`config.mk`:
```
export PLATFORM = sky130hd
export DESIGN_NAME = utf16_to_utf8_encoder_unit
export DESIGN_NICKNAME = d
export VERILOG_FILES = /design/src/sv/u16u8_pkg.sv /design/src/sv/u16u8_front.sv /design/src/sv/u16u8_queue.sv /design/src/sv/u16u8_back.sv /design/src/sv/utf16_to_utf8_encoder_unit.sv
export SDC_FILE = /design/constraint.sdc
export NUM_CORES = 1
export LEC_CHECK = 0
export BUFFER_PORTS_ARGS = -buffer_cell sky130_fd_sc_hd__clkbuf_2
export CELL_PAD_IN_SITES_DETAIL_PLACEMENT = 1
export CELL_PAD_IN_SITES_GLOBAL_PLACEMENT = 1
export CORE_UTILIZATION = 53
export CTS_CLUSTER_DIAMETER = 30
export DETAILED_ROUTE_END_ITERATION = 10
export HOLD_SLACK_MARGIN = 0.1
export PLACE_DENSITY_LB_ADDON = 0.1
export SKIP_CTS_REPAIR_TIMING = 1
export SYNTH_ARGS = -nofsm -noshare
export SYNTH_HDL_FRONTEND = slang
export SYNTH_SLANG_ARGS = --single-unit
```
`constraint.sdc`:
```
create_clock -name clock -period 9.5 [get_ports clock]
set_input_delay 1.9 -clock clock [delete_from_list [all_inputs] [get_ports clock]]
set_output_delay 1.9 -clock clock [all_outputs]
set_load 0.02 [all_outputs]
```
`src/sv/u16u8_pkg.sv`:
```
`timescale 1ns / 1ps
// ============================================================================
// u16u8_pkg
// Shared types and constants for the UTF-16 to UTF-8 encoder.
// ============================================================================
package u16u8_pkg;

   localparam logic [15:0] UNIT_ONE_BYTE_MAX  = 16'h007f;
   localparam logic [15:0] UNIT_TWO_BYTE_MAX  = 16'h07ff;
   localparam logic [15:0] HIGH_SURR_FIRST    = 16'hd800;
   localparam logic [15:0] HIGH_SURR_LAST     = 16'hdbff;
   localparam logic [15:0] LOW_SURR_FIRST     = 16'hdc00;
   localparam logic [15:0] LOW_SURR_LAST      = 16'hdfff;
   localparam logic [10:0] PLANE_OFFSET_HI    = 11'h040;  // 0x10000 >> 10
   localparam logic [5:0]  HIGH_SURR_TAG      = 6'b110110;

   localparam logic [7:0]  LEAD_TWO           = 8'hc0;
   localparam logic [7:0]  LEAD_THREE         = 8'he0;
   localparam logic [7:0]  LEAD_FOUR          = 8'hf0;
   localparam logic [7:0]  CONT_MARK          = 8'h80;

   localparam int unsigned HELD_BYTES         = 3;

   // Encoding class of the current code unit.
   typedef enum logic [2:0] {
      KIND_NONE  = 3'd0,  // no bytes of its own (a held surrogate)
      KIND_NUL   = 3'd1,  // zero unit, C0 80
      KIND_ONE   = 3'd2,
      KIND_TWO   = 3'd3,
      KIND_THREE = 3'd4,
      KIND_FOUR  = 3'd5   // surrogate pair
   } kind_type;

   typedef struct packed {
      logic [15:0] code_unit;
      logic        end_of_string;
   } req_type;

   typedef struct packed {
      logic [7:0] out_byte;
      logic       last_of_run;
      logic       string_done;
   } rsp_type;

   // One classified request, as handed from the front to the back.
   typedef struct packed {
      logic        held_prefix;  // emit the held high surrogate first
      logic [9:0]  held_bits;
      kind_type    kind;
      logic [15:0] unit;
      logic        eos;
      logic [2:0]  num_bytes;
   } job_type;

   typedef struct packed {
      logic    valid;
      job_type job;
   } job_slot_type;

endpackage

```
`src/sv/u16u8_front.sv`:
```
`timescale 1ns / 1ps
// ============================================================================
// u16u8_front
// Accepts requests, tracks a held high surrogate and classifies each unit.
// ============================================================================
module u16u8_front (
   input  logic                    clock,
   input  logic                    reset,
   input  logic                    req_valid,
   output logic                    req_stall,
   input  u16u8_pkg::req_type      req_data,
   input  logic                    queue_full,
   output u16u8_pkg::job_slot_type push
);

   logic       pend_valid_ff, pend_valid_in;
   logic [9:0] pend_bits_ff,  pend_bits_in;

   logic                accept;
   logic                is_high;
   logic                is_low;
   logic                pair;
   logic                hold_new;
   logic                held_prefix;
   u16u8_pkg::kind_type kind;
   logic [2:0]          kind_len;
   logic [2:0]          num_bytes;

   assign req_stall = queue_full;
   assign accept    = req_valid && !queue_full;

   always_comb begin
      is_high = req_data.code_unit inside
                {[u16u8_pkg::HIGH_SURR_FIRST : u16u8_pkg::HIGH_SURR_LAST]};
      is_low  = req_data.code_unit inside
                {[u16u8_pkg::LOW_SURR_FIRST : u16u8_pkg::LOW_SURR_LAST]};
      pair        = pend_valid_ff && is_low;
      held_prefix = pend_valid_ff && !is_low;
      hold_new    = is_high && !req_data.end_of_string;

      if (pair) begin
         kind = u16u8_pkg::KIND_FOUR;
      end else if (req_data.code_unit == '0) begin
         kind = u16u8_pkg::KIND_NUL;
      end else if (req_data.code_unit <= u16u8_pkg::UNIT_ONE_BYTE_MAX) begin
         kind = u16u8_pkg::KIND_ONE;
      end else if (req_data.code_unit <= u16u8_pkg::UNIT_TWO_BYTE_MAX) begin
         kind = u16u8_pkg::KIND_TWO;
      end else if (hold_new) begin
         kind = u16u8_pkg::KIND_NONE;
      end else begin
         kind = u16u8_pkg::KIND_THREE;
      end

      case (kind)
         u16u8_pkg::KIND_NUL:   kind_len = 3'd2;
         u16u8_pkg::KIND_ONE:   kind_len = 3'd1;
         u16u8_pkg::KIND_TWO:   kind_len = 3'd2;
         u16u8_pkg::KIND_THREE: kind_len = 3'd3;
         u16u8_pkg::KIND_FOUR:  kind_len = 3'd4;
         default:               kind_len = 3'd0;
      endcase

      num_bytes = kind_len + (held_prefix ? 3'(u16u8_pkg::HELD_BYTES) : 3'd0);

      push.valid           = accept && (num_bytes != 3'd0);
      push.job.held_prefix = held_prefix;
      push.job.held_bits   = pend_bits_ff;
      push.job.kind        = kind;
      push.job.unit        = req_data.code_unit;
      push.job.eos         = req_data.end_of_string;
      push.job.num_bytes   = num_bytes;

      pend_valid_in = pend_valid_ff;
      pend_bits_in  = pend_bits_ff;
      if (accept) begin
         // A high surrogate that is not last is held; everything else clears.
         pend_valid_in = hold_new;
         pend_bits_in  = hold_new ? req_data.code_unit[9:0] : '0;
      end
   end

   always_ff @(posedge clock) begin
      if (reset) begin
         pend_valid_ff <= 1'b0;
         pend_bits_ff  <= '0;
      end else begin
         pend_valid_ff <= pend_valid_in;
         pend_bits_ff  <= pend_bits_in;
      end
   end

   // A held surrogate never survives the end of a string.
   a_no_hold_past_end: assert property (@(posedge clock) disable iff (reset)
      accept && req_data.end_of_string |=> !pend_valid_ff)
      else $error("high surrogate still held after end of string");

endmodule

```
`src/sv/u16u8_queue.sv`:
```
`timescale 1ns / 1ps
// ============================================================================
// u16u8_queue
// Small FIFO of classified requests between the front and the back.
// ============================================================================
module u16u8_queue #(
   parameter int unsigned Depth = 2
) (
   input  logic                    clock,
   input  logic                    reset,
   input  u16u8_pkg::job_slot_type push,
   output logic                    full,
   output u16u8_pkg::job_slot_type head,
   input  logic                    pop
);

   localparam int unsigned PtrW = (Depth > 1) ? $clog2(Depth) : 1;
   localparam int unsigned CntW = $clog2(Depth + 1);

   u16u8_pkg::job_type entry_ff [Depth];
   logic [PtrW-1:0]    wr_ptr_ff, wr_ptr_in;
   logic [PtrW-1:0]    rd_ptr_ff, rd_ptr_in;
   logic [CntW-1:0]    count_ff,  count_in;

   always_comb begin
      full       = (count_ff == CntW'(Depth));
      head.valid = (count_ff != '0);
      head.job   = entry_ff[rd_ptr_ff];

      wr_ptr_in = wr_ptr_ff;
      rd_ptr_in = rd_ptr_ff;
      count_in  = count_ff;
      if (push.valid) begin
         wr_ptr_in = (wr_ptr_ff == PtrW'(Depth - 1)) ? '0 : wr_ptr_ff + 1'b1;
      end
      if (pop) begin
         rd_ptr_in = (rd_ptr_ff == PtrW'(Depth - 1)) ? '0 : rd_ptr_ff + 1'b1;
      end
      if (push.valid && !pop) begin
         count_in = count_ff + 1'b1;
      end else if (pop && !push.valid) begin
         count_in = count_ff - 1'b1;
      end
   end

   always_ff @(posedge clock) begin
      if (reset) begin
         wr_ptr_ff <= '0;
         rd_ptr_ff <= '0;
         count_ff  <= '0;
      end else begin
         wr_ptr_ff <= wr_ptr_in;
         rd_ptr_ff <= rd_ptr_in;
         count_ff  <= count_in;
      end
   end

   always_ff @(posedge clock) begin
      if (push.valid) begin
         entry_ff[wr_ptr_ff] <= push.job;
      end
   end

   a_no_overflow: assert property (@(posedge clock) disable iff (reset)
      push.valid |-> !full)
      else $error("queue written while full");

   a_no_underflow: assert property (@(posedge clock) disable iff (reset)
      pop |-> head.valid)
      else $error("queue read while empty");

endmodule

```
`src/sv/u16u8_back.sv`:
```
`timescale 1ns / 1ps
// ============================================================================
// u16u8_back
// Serializes each classified request into UTF-8 bytes, one byte per cycle unless stalled.
// ============================================================================
module u16u8_back (
   input  logic                    clock,
   input  logic                    reset,
   input  u16u8_pkg::job_slot_type head,
   output logic                    pop,
   output logic                    rsp_valid,
   input  logic                    rsp_stall,
   output u16u8_pkg::rsp_type      rsp_data
);

   logic [2:0]         idx_ff, idx_in;
   logic               rsp_valid_ff, rsp_valid_in;
   u16u8_pkg::rsp_type rsp_ff, rsp_in;

   logic               load;
   logic               last;
   logic               in_prefix;
   logic [2:0]         sub;
   logic [20:0]        code_point;
   logic [15:0]        held_unit;
   logic [7:0]         out_byte;

   // Byte k of the three-byte form of a 16-bit unit.
   function automatic logic [7:0] three_byte(input logic [15:0] u, input logic [1:0] k);
      logic [7:0] b;
      case (k)
         2'd0:    b = u16u8_pkg::LEAD_THREE | {4'd0, u[15:12]};
         2'd1:    b = u16u8_pkg::CONT_MARK  | {2'd0, u[11:6]};
         default: b = u16u8_pkg::CONT_MARK  | {2'd0, u[5:0]};
      endcase
      return b;
   endfunction

   always_comb begin
      load      = !rsp_valid_ff || !rsp_stall;
      last      = (idx_ff == head.job.num_bytes - 3'd1);
      in_prefix = head.job.held_prefix && (idx_ff < 3'(u16u8_pkg::HELD_BYTES));
      sub       = idx_ff - (head.job.held_prefix ? 3'(u16u8_pkg::HELD_BYTES) : 3'd0);
      held_unit = {u16u8_pkg::HIGH_SURR_TAG, head.job.held_bits};
      code_point = {({1'b0, head.job.held_bits} + u16u8_pkg::PLANE_OFFSET_HI),
                    head.job.unit[9:0]};

      if (in_prefix) begin
         out_byte = three_byte(held_unit, idx_ff[1:0]);
      end else begin
         case (head.job.kind)
            u16u8_pkg::KIND_NUL: begin
               out_byte = (sub == 3'd0) ? u16u8_pkg::LEAD_TWO : u16u8_pkg::CONT_MARK;
            end
            u16u8_pkg::KIND_ONE: begin
               out_byte = head.job.unit[7:0];
            end
            u16u8_pkg::KIND_TWO: begin
               out_byte = (sub == 3'd0)
                  ? (u16u8_pkg::LEAD_TWO  | {3'd0, head.job.unit[10:6]})
                  : (u16u8_pkg::CONT_MARK | {2'd0, head.job.unit[5:0]});
            end
            u16u8_pkg::KIND_THREE: begin
               out_byte = three_byte(head.job.unit, sub[1:0]);
            end
            u16u8_pkg::KIND_FOUR: begin
               case (sub[1:0])
                  2'd0:    out_byte = u16u8_pkg::LEAD_FOUR | {5'd0, code_point[20:18]};
                  2'd1:    out_byte = u16u8_pkg::CONT_MARK | {2'd0, code_point[17:12]};
                  2'd2:    out_byte = u16u8_pkg::CONT_MARK | {2'd0, code_point[11:6]};
                  default: out_byte = u16u8_pkg::CONT_MARK | {2'd0, code_point[5:0]};
               endcase
            end
            default: begin
               out_byte = '0;
            end
         endcase
      end

      pop          = head.valid && load && last;
      idx_in       = idx_ff;
      rsp_valid_in = rsp_valid_ff;
      rsp_in       = rsp_ff;
      if (load) begin
         rsp_valid_in = head.valid;
         if (head.valid) begin
            rsp_in.out_byte    = out_byte;
            rsp_in.last_of_run = last;
            rsp_in.string_done = last && head.job.eos;
            idx_in             = last ? 3'd0 : idx_ff + 3'd1;
         end
      end
   end

   always_ff @(posedge clock) begin
      if (reset) begin
         idx_ff       <= '0;
         rsp_valid_ff <= 1'b0;
      end else begin
         idx_ff       <= idx_in;
         rsp_valid_ff <= rsp_valid_in;
      end
   end

   always_ff @(posedge clock) begin
      rsp_ff <= rsp_in;
   end

   assign rsp_valid = rsp_valid_ff;
   assign rsp_data  = rsp_ff;

   a_idx_in_range: assert property (@(posedge clock) disable iff (reset)
      head.valid |-> (idx_ff < head.job.num_bytes))
      else $error("byte index beyond the length of the current request");

   a_done_is_last: assert property (@(posedge clock) disable iff (reset)
      rsp_valid_ff && rsp_ff.string_done |-> rsp_ff.last_of_run)
      else $error("end of string flagged on a byte that does not end its request");

endmodule

```
`src/sv/utf16_to_utf8_encoder_unit.sv`:
```
`timescale 1ns / 1ps
// ============================================================================
// utf16_to_utf8_encoder_unit
// Streams UTF-16 code units in and UTF-8 bytes out, the zero unit as C0 80.
// ============================================================================
// Usage:
//   A request carries one UTF-16 code unit and an end-of-string flag on
//   req_data; it is taken on a clock edge where req_valid is high and
//   req_stall is low. Each response on rsp_data is one UTF-8 byte, taken when
//   rsp_valid is high and rsp_stall is low. last_of_run marks the final byte
//   of a request and string_done the final byte of the string.
//   A request yields zero to six bytes. A high surrogate that does not end
//   the string is held inside and yields nothing until the next unit arrives.
//   The back end emits one byte per cycle while rsp_stall is low, and a
//   request holds it until all of its bytes (one to six) are out; the
//   front accepts a new request every cycle while the queue has room.
//   With the back end idle, an accepted request is first written into the
//   queue, and rsp_valid rises once its first byte is registered at the output.
//   When the receiver asserts rsp_stall, the output byte holds, the back end
//   stops, the queue fills, and then req_stall rises.
//   Synchronous reset drops any held surrogate, empties the queue and clears
//   rsp_valid.
// ============================================================================
module utf16_to_utf8_encoder_unit #(
   parameter int unsigned QueueDepth = 2
) (
   input  logic                  clock,
   input  logic                  reset,
   input  logic                  req_valid,
   output logic                  req_stall,
   input  u16u8_pkg::req_type    req_data,
   output logic                  rsp_valid,
   input  logic                  rsp_stall,
   output u16u8_pkg::rsp_type    rsp_data
);

   // The front classifies each request; the queue decouples it from the
   // byte serializer so one side can stall while the other goes on until the queue fills or empties.
   u16u8_pkg::job_slot_type push;
   u16u8_pkg::job_slot_type head;
   logic                    queue_full;
   logic                    pop;

   u16u8_front u_front (
      .clock      (clock),
      .reset      (reset),
      .req_valid  (req_valid),
      .req_stall  (req_stall),
      .req_data   (req_data),
      .queue_full (queue_full),
      .push       (push)
   );

   u16u8_queue #(
      .Depth (QueueDepth)
   ) u_queue (
      .clock (clock),
      .reset (reset),
      .push  (push),
      .full  (queue_full),
      .head  (head),
      .pop   (pop)
   );

   u16u8_back u_back (
      .clock     (clock),
      .reset     (reset),
      .head      (head),
      .pop       (pop),
      .rsp_valid (rsp_valid),
      .rsp_stall (rsp_stall),
      .rsp_data  (rsp_data)
   );

endmodule
```
==> metrics.yaml, run 1 <==
drc: 0
arrival_ns: 4.95
cts_buffers: 9
overflow: 0
port_buffers: 32
yosysSeqAreaShare_pct: 58.5
finalInstanceArea_um2: 5120
min_path_cells: 0
timing.final.crit_share_pct: 51.8
switching_power_mw: 0.545
dp_hpwl_um: 8040
grt_pass1_vias: 3185
tightest_slew_ns: 0.927
r2r-end: "u_back.rsp_data[3]$_DFFE_PP_"
track_usage_pct: 26.4
syn_nets: 397
worst_hold_path_type: "reg -> reg"
r2r_cells: 11
dpl_cell_area_um2: 4920
hold_end: "u_queue.entry_ff[1][27]$_DFFE_PP_"
routed_wl_um: 11300
clkTransAtPathRegs_ns: 0.11
power_mw: 1.40
first_iter_violations: 217
grt_pass1_wl_um: 17400
die-area_um2: 9230
max_stage_delay_ns: 0.47
worst_hold_slack_ns: 0.487
outcome: "complete, no violations"
place_ws_ns: 4.19
critPathMaxFanout: 29
layout_min_cycle_time_ns: 4.92
crit_chain: "clkbuf_2 -> and4b_1 -> and2_1 -> a21oi_1 -> a31oi_1 -> a31oi_1 -> ha_1 -> fa_1 -> xnor2_1 -> nor3_1 -> nor3_2 -> buf_4"
ir_drop_v: 0.000110
vias: 3211
synth-main-ff-cell: "edfxtp_1"
fin_setup_tns_ns: 0
finalClockSkew_ns: 0.00995
power_density_nw_per_um2: 273
finalSetupViolCount: 0
stdcell_count: 505
final.setup.worst_slack_ns: 4.58
crit_family: "simple AND/OR/NAND/NOR gates"
cp_num_cells: 12
diodes: 0
synth_edf_count: 78
clkSinkCount: 98
root_buffer: "clkbuf_8"
cp_common_cell: "a31oi_1"
power.internal_mw: 0.853
vias_per_cell: 6.36
start_kind: "primary input"
crit_required_ns: 9.53
clkPwrFrac_pct: 19.6
synth_cell_types: 61
hold_violations: 0
leakage_nw: 1.77
slowest_stage: "buf_4"
power_frac_comb_pct: 37.3
nNetsFinal: 426
finalMaxSlewViolations: 0
clock_latency_ns: 0.37
p_sw_share_pct: 39.0
dpl.cell_count: 489
startpoint: "req_data[14]"
max_slew_margin_pct: 37.8
ctsHtreeMaxLevel: 3
drive_above_1_share_pct: 20.0
n_fill_cell: 858
cts_buffer_depth: 2
cp-end-kind: "flip-flop"
path_buf_inv: 2
final_core_util_pct: 61.1
ant_nets: 0
syn_area_um2: 4690
pin_count: 33
gp_congestion: 0.856
tritoncts: "yes"
wl_per_cell_um: 22.4
area_delta_synth_final_pct: 9.20
worstSetupPathType: "in -> reg"
drv_cap: 0
start_util_pct: 56.0
grt_max_degree: 47
postSynth.asyncResetShare_pct: 0
fmax_mhz: 203
first_pass_iters: 5
antenna_found_initial: 0
synth.yosys.warnings: 0
core_area_um2: 8380
rrSetupSlack_ns: 5.41
die_h_um: 96.1
syn_inst: 366
syn_avg_cell_area_um2: 12.8
hold_start: "u_front.pend_bits_ff[4]$_SDFFE_PP0P_"
num_rows: 33
rsz0062_at_grt: "no"
fp.dieW_um: 96.1
p_seq_share_pct: 43.1
synth_seq_cells: 98
-- logic make-up (layout without fill, tap and decap cells) --
kind of cell	after synthesis	in the layout	share of synthesized area [%]
and+or+nand+nor	107	107	12.3
AOI/OAI and AO/OA	74	74	11.0
buffers and inverters	29	63	3.07
adders and majority gates	10	10	2.99
muxes	38	38	10.3
xor gates and xnor gates	10	10	1.87
DFF	98	98	58.5
-- cell usage after synthesis (9+ instances only) --
| cell type | count | area share, % |
|---|---|---|
| dfxtp_1 | 20 | 8.5 |
| edfxtp_1 | 78 | 50 |
| mux2i_1 | 20 | 4.3 |
| inv_1 | 12 | 0.96 |
| mux2_2 | 11 | 2.6 |
| a22oi_1 | 13 | 2.1 |
| a21oi_1 | 17 | 1.8 |
| nand2_1 | 13 | 1.0 |
| nor3_1 | 9 | 0.96 |
| nor2_1 | 37 | 3.0 |
-- per-layer routing --
| metal | up-vias | wire [um] | global-route usage [%] |
|---|---|---|---|
| met5 | - | 0 | 0 |
| met4 | 0 | 214 | 8.71 |
| met3 | 20 | 439 | 4.11 |
| met2 | 87 | 5390 | 41.2 |
| met1 | 1636 | 5260 | 37.7 |
| li1 | 1468 | - | - |
-- cell type report --
cell class	instances	area (um2)	area share [%]
clock buffer	9	124	2.42
timing repair buffer	35	183	3.57
tap	105	131	2.56
multi-input combinational	239	1820	35.4
inverter	12	45.0	0.879
clock inverter	7	81.3	1.59
sequential	98	2740	53.6
-- sequential cells by signal, summed over array words and instances, names as in the netlist, named ones only --
register / flops
u_back.rsp_valid: 1
u_queue.count_ff: 2
u_queue.wr_ptr_ff: 1
u_front.pend_bits_ff: 10
u_front.pend_valid_ff: 1
u_back.idx_ff: 3
u_queue.rd_ptr_ff: 1
u_queue.entry_ff: 68
u_back.rsp_data: 10
-- power groups by stage --
stage | Clock, mW | Combinational (mW) | Sequential (mW)
6_report | 0.274 | 0.522 | 0.603
4_1_cts | 0.280 | 0.517 | 0.603
3_3_place_gp | 0 | 0.494 | 0.606
5_1_grt | 0.295 | 0.563 | 0.612
2_1_floorplan | 0 | 0.342 | 0.634
3_5_place_dp | 0 | 0.515 | 0.613
-- worst max path at each step --
stage	to
finish	u_queue.entry_ff[0][16]$_DFFE_PP_
global placement	u_queue.entry_ff[0][23]$_DFFE_PP_
floorplan	u_queue.entry_ff[1][0]$_DFFE_PP_
CTS	u_queue.entry_ff[0][5]$_DFFE_PP_
global route	u_queue.entry_ff[0][16]$_DFFE_PP_
detailed placement	u_queue.entry_ff[0][28]$_DFFE_PP_
-- cells in the final DEF, fill, tap and decap left out, drive strengths merged, types with 3 or more instances in the layout --
cell type  instances
a21oi             17
a22oi             13
a31oi              7
and2               3
and3b              3
and4b              3
buf                3
clkbuf            41
clkinv             3
dfxtp             20
edfxtp            78
ha                 8
inv               16
mux2              11
mux2i             20
mux4               7
nand2             13
nand3              8
nor2              37
nor2b              3
nor3               9
nor3b              4
nor4               5
o2111ai            3
o21ai              8
o221ai             3
o22ai              4
or2                4
xnor2              5
xor2               5
Power figures use the tool's default switching activity.
==> run 2: changes to the inputs <==
--- a/config.mk
+++ b/config.mk
@@ -8,7 +8,7 @@
 export BUFFER_PORTS_ARGS = -buffer_cell sky130_fd_sc_hd__clkbuf_2
 export CELL_PAD_IN_SITES_DETAIL_PLACEMENT = 1
 export CELL_PAD_IN_SITES_GLOBAL_PLACEMENT = 1
-export CORE_UTILIZATION = 53
+export CORE_UTILIZATION = 45
 export CTS_CLUSTER_DIAMETER = 30
 export DETAILED_ROUTE_END_ITERATION = 10
 export HOLD_SLACK_MARGIN = 0.1
==> constraint.sdc (replaced) <==
create_clock -name clock -period 4.38 [get_ports clock]
set_input_delay 0.876 -clock clock [delete_from_list [all_inputs] [get_ports clock]]
set_output_delay 0.876 -clock clock [all_outputs]
set_load 0.02 [all_outputs]
==> metrics.yaml, run 2 (synthesized netlist as in run 1, its figures left out) <==
start_util_pct: 47.1
r2r_cells: 10
leakage_nw: 1.78
drive_above_1_share_pct: 20.2
die_h_um: 104
clkTransAtPathRegs_ns: 0.11
finalClockSkew_ns: 0.0132
n_fill_cell: 1018
root_buffer: "clkbuf_8"
start_kind: "primary input"
dp_hpwl_um: 7720
largest-register: "u_queue.entry_ff"
fin_setup_tns_ns: 0
wl_per_cell_um: 20.2
tritoncts: "yes"
rsz0062_at_grt: "no"
cp-end-kind: "flip-flop"
fmax_mhz: 277
die-area_um2: 10800
power_mw: 3.00
final_core_util_pct: 52.1
fp.dieW_um: 104
critPathMaxFanout: 4
diodes: 0
worst_hold_slack_ns: 0.485
ant_nets: 0
arrival_ns: 3.91
drc: 0
port_buffers: 32
ctsHtreeMaxLevel: 3
cts_buffers: 9
largest_reg_flops: 68
timing.final.crit_share_pct: 82.5
finalSetupViolCount: 0
max_slew_margin_pct: 36.7
antenna_found_initial: 0
outcome: "complete, no violations"
grt_pass1_vias: 3093
drv_cap: 0
gp_congestion: 0.825
worstSetupPathType: "in -> reg"
cts_buffer_depth: 2
num_rows: 36
first_iter_violations: 143
layout_common_cells: "edfxtp_1 (78), nor2_1 (37), clkbuf_2 (32)"
clock_latency_ns: 0.37
grt_pass1_wl_um: 17200
first_pass_iters: 6
vias: 3153
vias_per_cell: 5.90
power_density_nw_per_um2: 578
overflow: 0
area_delta_synth_final_pct: 10.6
routed_wl_um: 10800
worst_hold_path_type: "reg -> reg"
core_area_um2: 9950
layout_commonest_cell: "edfxtp_1"
pin_count: 33
layout_min_cycle_time_ns: 3.61
tightest_slew_ns: 0.949
track_usage_pct: 20.9
finalMaxSlewViolations: 0
grt_max_degree: 46
crit_required_ns: 4.67
clkSinkCount: 98
min_path_cells: 0
ir_drop_v: 0.000305
nNetsFinal: 427
hold_violations: 0
run 2: changes by cell type in the layout (fill, tap and decap cells not counted), sizes merged:
cell	delta
buf	+1
run 2: worst paths after layout:
| check | startpoint | to | slack, ns |
|---|---|---|---|
| setup / recovery | req_data[13] | u_queue.count_ff[1]$_SDFFE_PP0P_ | 0.77 |
| hold / removal | u_front.pend_bits_ff[4]$_SDFFE_PP0P_ | u_queue.entry_ff[1][27]$_DFFE_PP_ | 0.49 |
| setup reg to reg | flip-flop | u_back.rsp_data[3]$_DFFE_PP_ | 0.85 |
| hold reg to reg | u_front.pend_bits_ff[4]$_SDFFE_PP0P_ | u_queue.entry_ff[1][27]$_DFFE_PP_ | 0.49 |
run 2: final cells by class:
| class | instances | area (um2) | share of cell area (%) |
|---|---|---|---|
| flip-flops and latches | 98 | 2740 | 52.9 |
| multi-input cells | 239 | 1830 | 35.2 |
| repair buffers | 36 | 215 | 4.15 |
| well taps | 133 | 166 | 3.21 |
| clock buffers | 9 | 124 | 2.39 |
| clock inverters | 7 | 68.8 | 1.33 |
| inverters | 12 | 45.0 | 0.868 |
run 2: worst max-delay path, stage by stage:
cell	delay [ns]
clkbuf_2	0.11
and4b_1	0.22
and2_1	0.19
a21oi_1	0.40
a31oi_1	0.10
a31oi_1	0.17
ha_1	0.18
fa_1	0.45
nor3_1	0.26
nor2_1	0.07
ha_1	0.37
or3_1	0.38
a21oi_1	0.14
run 2: metrics by stage:
| stage | cells | cell area (um2) | setup WS (ns) |
|---|---|---|---|
| 2_1_floorplan | 366 | 4700 | 0.0382 |
| 3_3_place_gp | 518 | 5000 | 0.528 |
| 3_5_place_dp | 518 | 5000 | 0.418 |
| 4_1_cts | 534 | 5190 | 0.803 |
| 5_1_grt | 534 | 5190 | 0.569 |
| 6_report | 534 | 5190 | 0.765 |
run 2: report_power, final:
part	total (mW)	internal, mW	leakage (nW)	switching, mW
Combinational	1.13	0.416	0.790	0.713
Clock	0.573	0.224	0.0997	0.349
Sequential	1.30	1.22	0.894	0.0818
Total	3.00	1.86	1.78	1.14
run 2: metal layers:
layer  global-route usage [%]  share of wire, %  up-vias
li1                         -                 -     1476
met3                     2.57               4.3       11
met2                     31.0                45       83
met5                        0                 0        -
met1                     31.6                49     1583
met4                     7.45               1.2        0
==> run 3: changes to the inputs <==
==> constraint.sdc (replaced) <==
create_clock -name clock -period 2.95 [get_ports clock]
set_input_delay 0.59 -clock clock [delete_from_list [all_inputs] [get_ports clock]]
set_output_delay 0.59 -clock clock [all_outputs]
set_load 0.02 [all_outputs]
==> metrics.yaml, run 3 (synthesized netlist as in run 1, its figures left out) <==
worst_hold_path_type: "reg -> reg"
clkTransAtPathRegs_ns: 0.09
timing.final.crit_share_pct: 99.6
dpl_cell_area_um2: 5290
max_stage_delay_ns: 0.44
cp-end-kind: "flip-flop"
fmax_mhz: 340
p_sw_share_pct: 36.2
dp_hpwl_um: 8350
worstSetupPathType: "in -> reg"
final.setup.worst_slack_ns: 0.0109
overflow: 0
path_buf_inv: 1
vias: 3300
ir_drop_v: 0.000389
clock_latency_ns: 0.37
die_h_um: 104
nNetsFinal: 471
rrSetupSlack_ns: 0.17
fin_setup_tns_ns: 0
tightest_slew_ns: 0.721
power_density_nw_per_um2: 843
finalClockSkew_ns: 0.0138
critPathMaxFanout: 4
routed_wl_um: 11800
drv_cap: 0
leakage_nw: 2.04
clkSinkCount: 98
largest-register: "u_queue.entry_ff"
power_mw: 4.81
finalSetupViolCount: 0
grt_max_degree: 42
area_delta_synth_final_pct: 21.8
grt_pass1_wl_um: 17700
clkPwrFrac_pct: 19.9
root_buffer: "clkbuf_8"
min_path_cells: 0
finalMaxSlewViolations: 0
crit_chain: "buf_8 -> and4b_1 -> and2_4 -> a21oi_4 -> a31oi_1 -> a31oi_1 -> ha_2 -> fa_2 -> xnor2_4 -> nor3_4 -> nor2_2 -> ha_2 -> xor2_2 -> or3_1 -> a21oi_2"
max_slew_margin_pct: 51.4
crit_family: "simple AND/OR/NAND/NOR gates"
die-area_um2: 10800
start_kind: "primary input"
start_util_pct: 47.1
r2r-end: "u_back.rsp_data[4]$_DFFE_PP_"
largest_reg_flops: 68
wl_per_cell_um: 20.5
cp_num_cells: 15
vias_per_cell: 5.71
slowest_stage: "fa_2"
fp.dieW_um: 104
ctsHtreeMaxLevel: 3
first_pass_iters: 4
cts_buffer_depth: 2
num_rows: 36
hold_violations: 0
port_buffers: 32
rsz0062_at_grt: "yes"
hold_start: "u_front.pend_bits_ff[4]$_SDFFE_PP0P_"
first_iter_violations: 250
tritoncts: "yes"
power.internal_mw: 3.07
finalInstanceArea_um2: 5710
gp_congestion: 0.817
ant_nets: 0
layout_commonest_cell: "edfxtp_1"
drc: 0
p_seq_share_pct: 40.2
arrival_ns: 3.25
pin_count: 33
diodes: 0
cts_buffers: 9
outcome: "complete, no violations"
core_area_um2: 9950
hold_end: "u_queue.entry_ff[0][27]$_DFFE_PP_"
place_ws_ns: -0.372
antenna_found_initial: 0
crit_required_ns: 3.26
drive_above_1_share_pct: 31.2
track_usage_pct: 21.7
power_frac_comb_pct: 39.9
layout_min_cycle_time_ns: 2.94
switching_power_mw: 1.74
r2r_cells: 10
layout_common_cells: "edfxtp_1 (78), buf_4 (41), nor2_1 (36)"
grt_pass1_vias: 3345
run 3: changes by cell type in the layout (fill, tap and decap cells not counted), sizes merged:
cell	change
clkinvlp	+2
buf	+45
inv	-3
bufinv	+2
clkinv	-3
clkbuf	+1
run 3: how the worst max path moves through the flow:
stage	startpoint	to	slack, ns
floorplan	req_data[14]	u_queue.entry_ff[1][0]$_DFFE_PP_	-0.51
global placement	req_data[4]	u_queue.count_ff[1]$_SDFFE_PP0P_	-0.34
detailed placement	req_data[4]	u_queue.count_ff[1]$_SDFFE_PP0P_	-0.37
CTS	req_data[4]	u_queue.count_ff[1]$_SDFFE_PP0P_	0.02
global route	req_data[13]	u_queue.count_ff[1]$_SDFFE_PP0P_	-0.13
finish	req_data[14]	u_queue.count_ff[1]$_SDFFE_PP0P_	0.01
run 3: layout make-up:
cell class | count | area [um2]
clock buffer | 11 | 131
clock inverter | 5 | 85.1
fill | 1042 | 4240
inverter | 12 | 48.8
multi-input combinational | 239 | 1920
sequential | 98 | 2740
tap | 133 | 166
timing repair buffer | 80 | 614
run 3: power by group through the flow:
stage	logic [mW]	clock network, mW	registers [mW]
after floorplan	1.11	0	2.03
after global placement	1.74	0	1.94
after detailed placement	1.78	0	1.96
after CTS	1.79	0.978	1.93
after global routing	2.06	1.03	1.96
final	1.92	0.959	1.93
run 3: through the flow:
step                hold slack [ns]  util [%]  std cells
detailed placement            0.446      53.1        552
global placement              0.436      53.1        552
finish                        0.464      57.4        578
CTS                           0.451      55.3        568
floorplan                     0.426         -        366
global route                  0.472      57.4        578
run 3: worst register-to-register path, cell delays in order, from the launching register on:
cell       delay, ns
dfxtp_2         0.44
mux2i_1         0.26
inv_1           0.07
ha_1            0.18
inv_1           0.07
fa_2            0.51
buf_4           0.23
nand2_1         0.14
o211ai_1        0.12
a2111oi_2       0.39
o21ai_0         0.13
run 3: layer usage:
metal	wire length [um]	share of wire, %	vias to the layer above	GRT usage, %
li1	-	-	1559	-
met1	5350	45	1650	29.6
met2	5720	48	75	35.0
met3	530	4.5	16	4.07
met4	229	1.9	0	7.45
met5	0	0	-	0
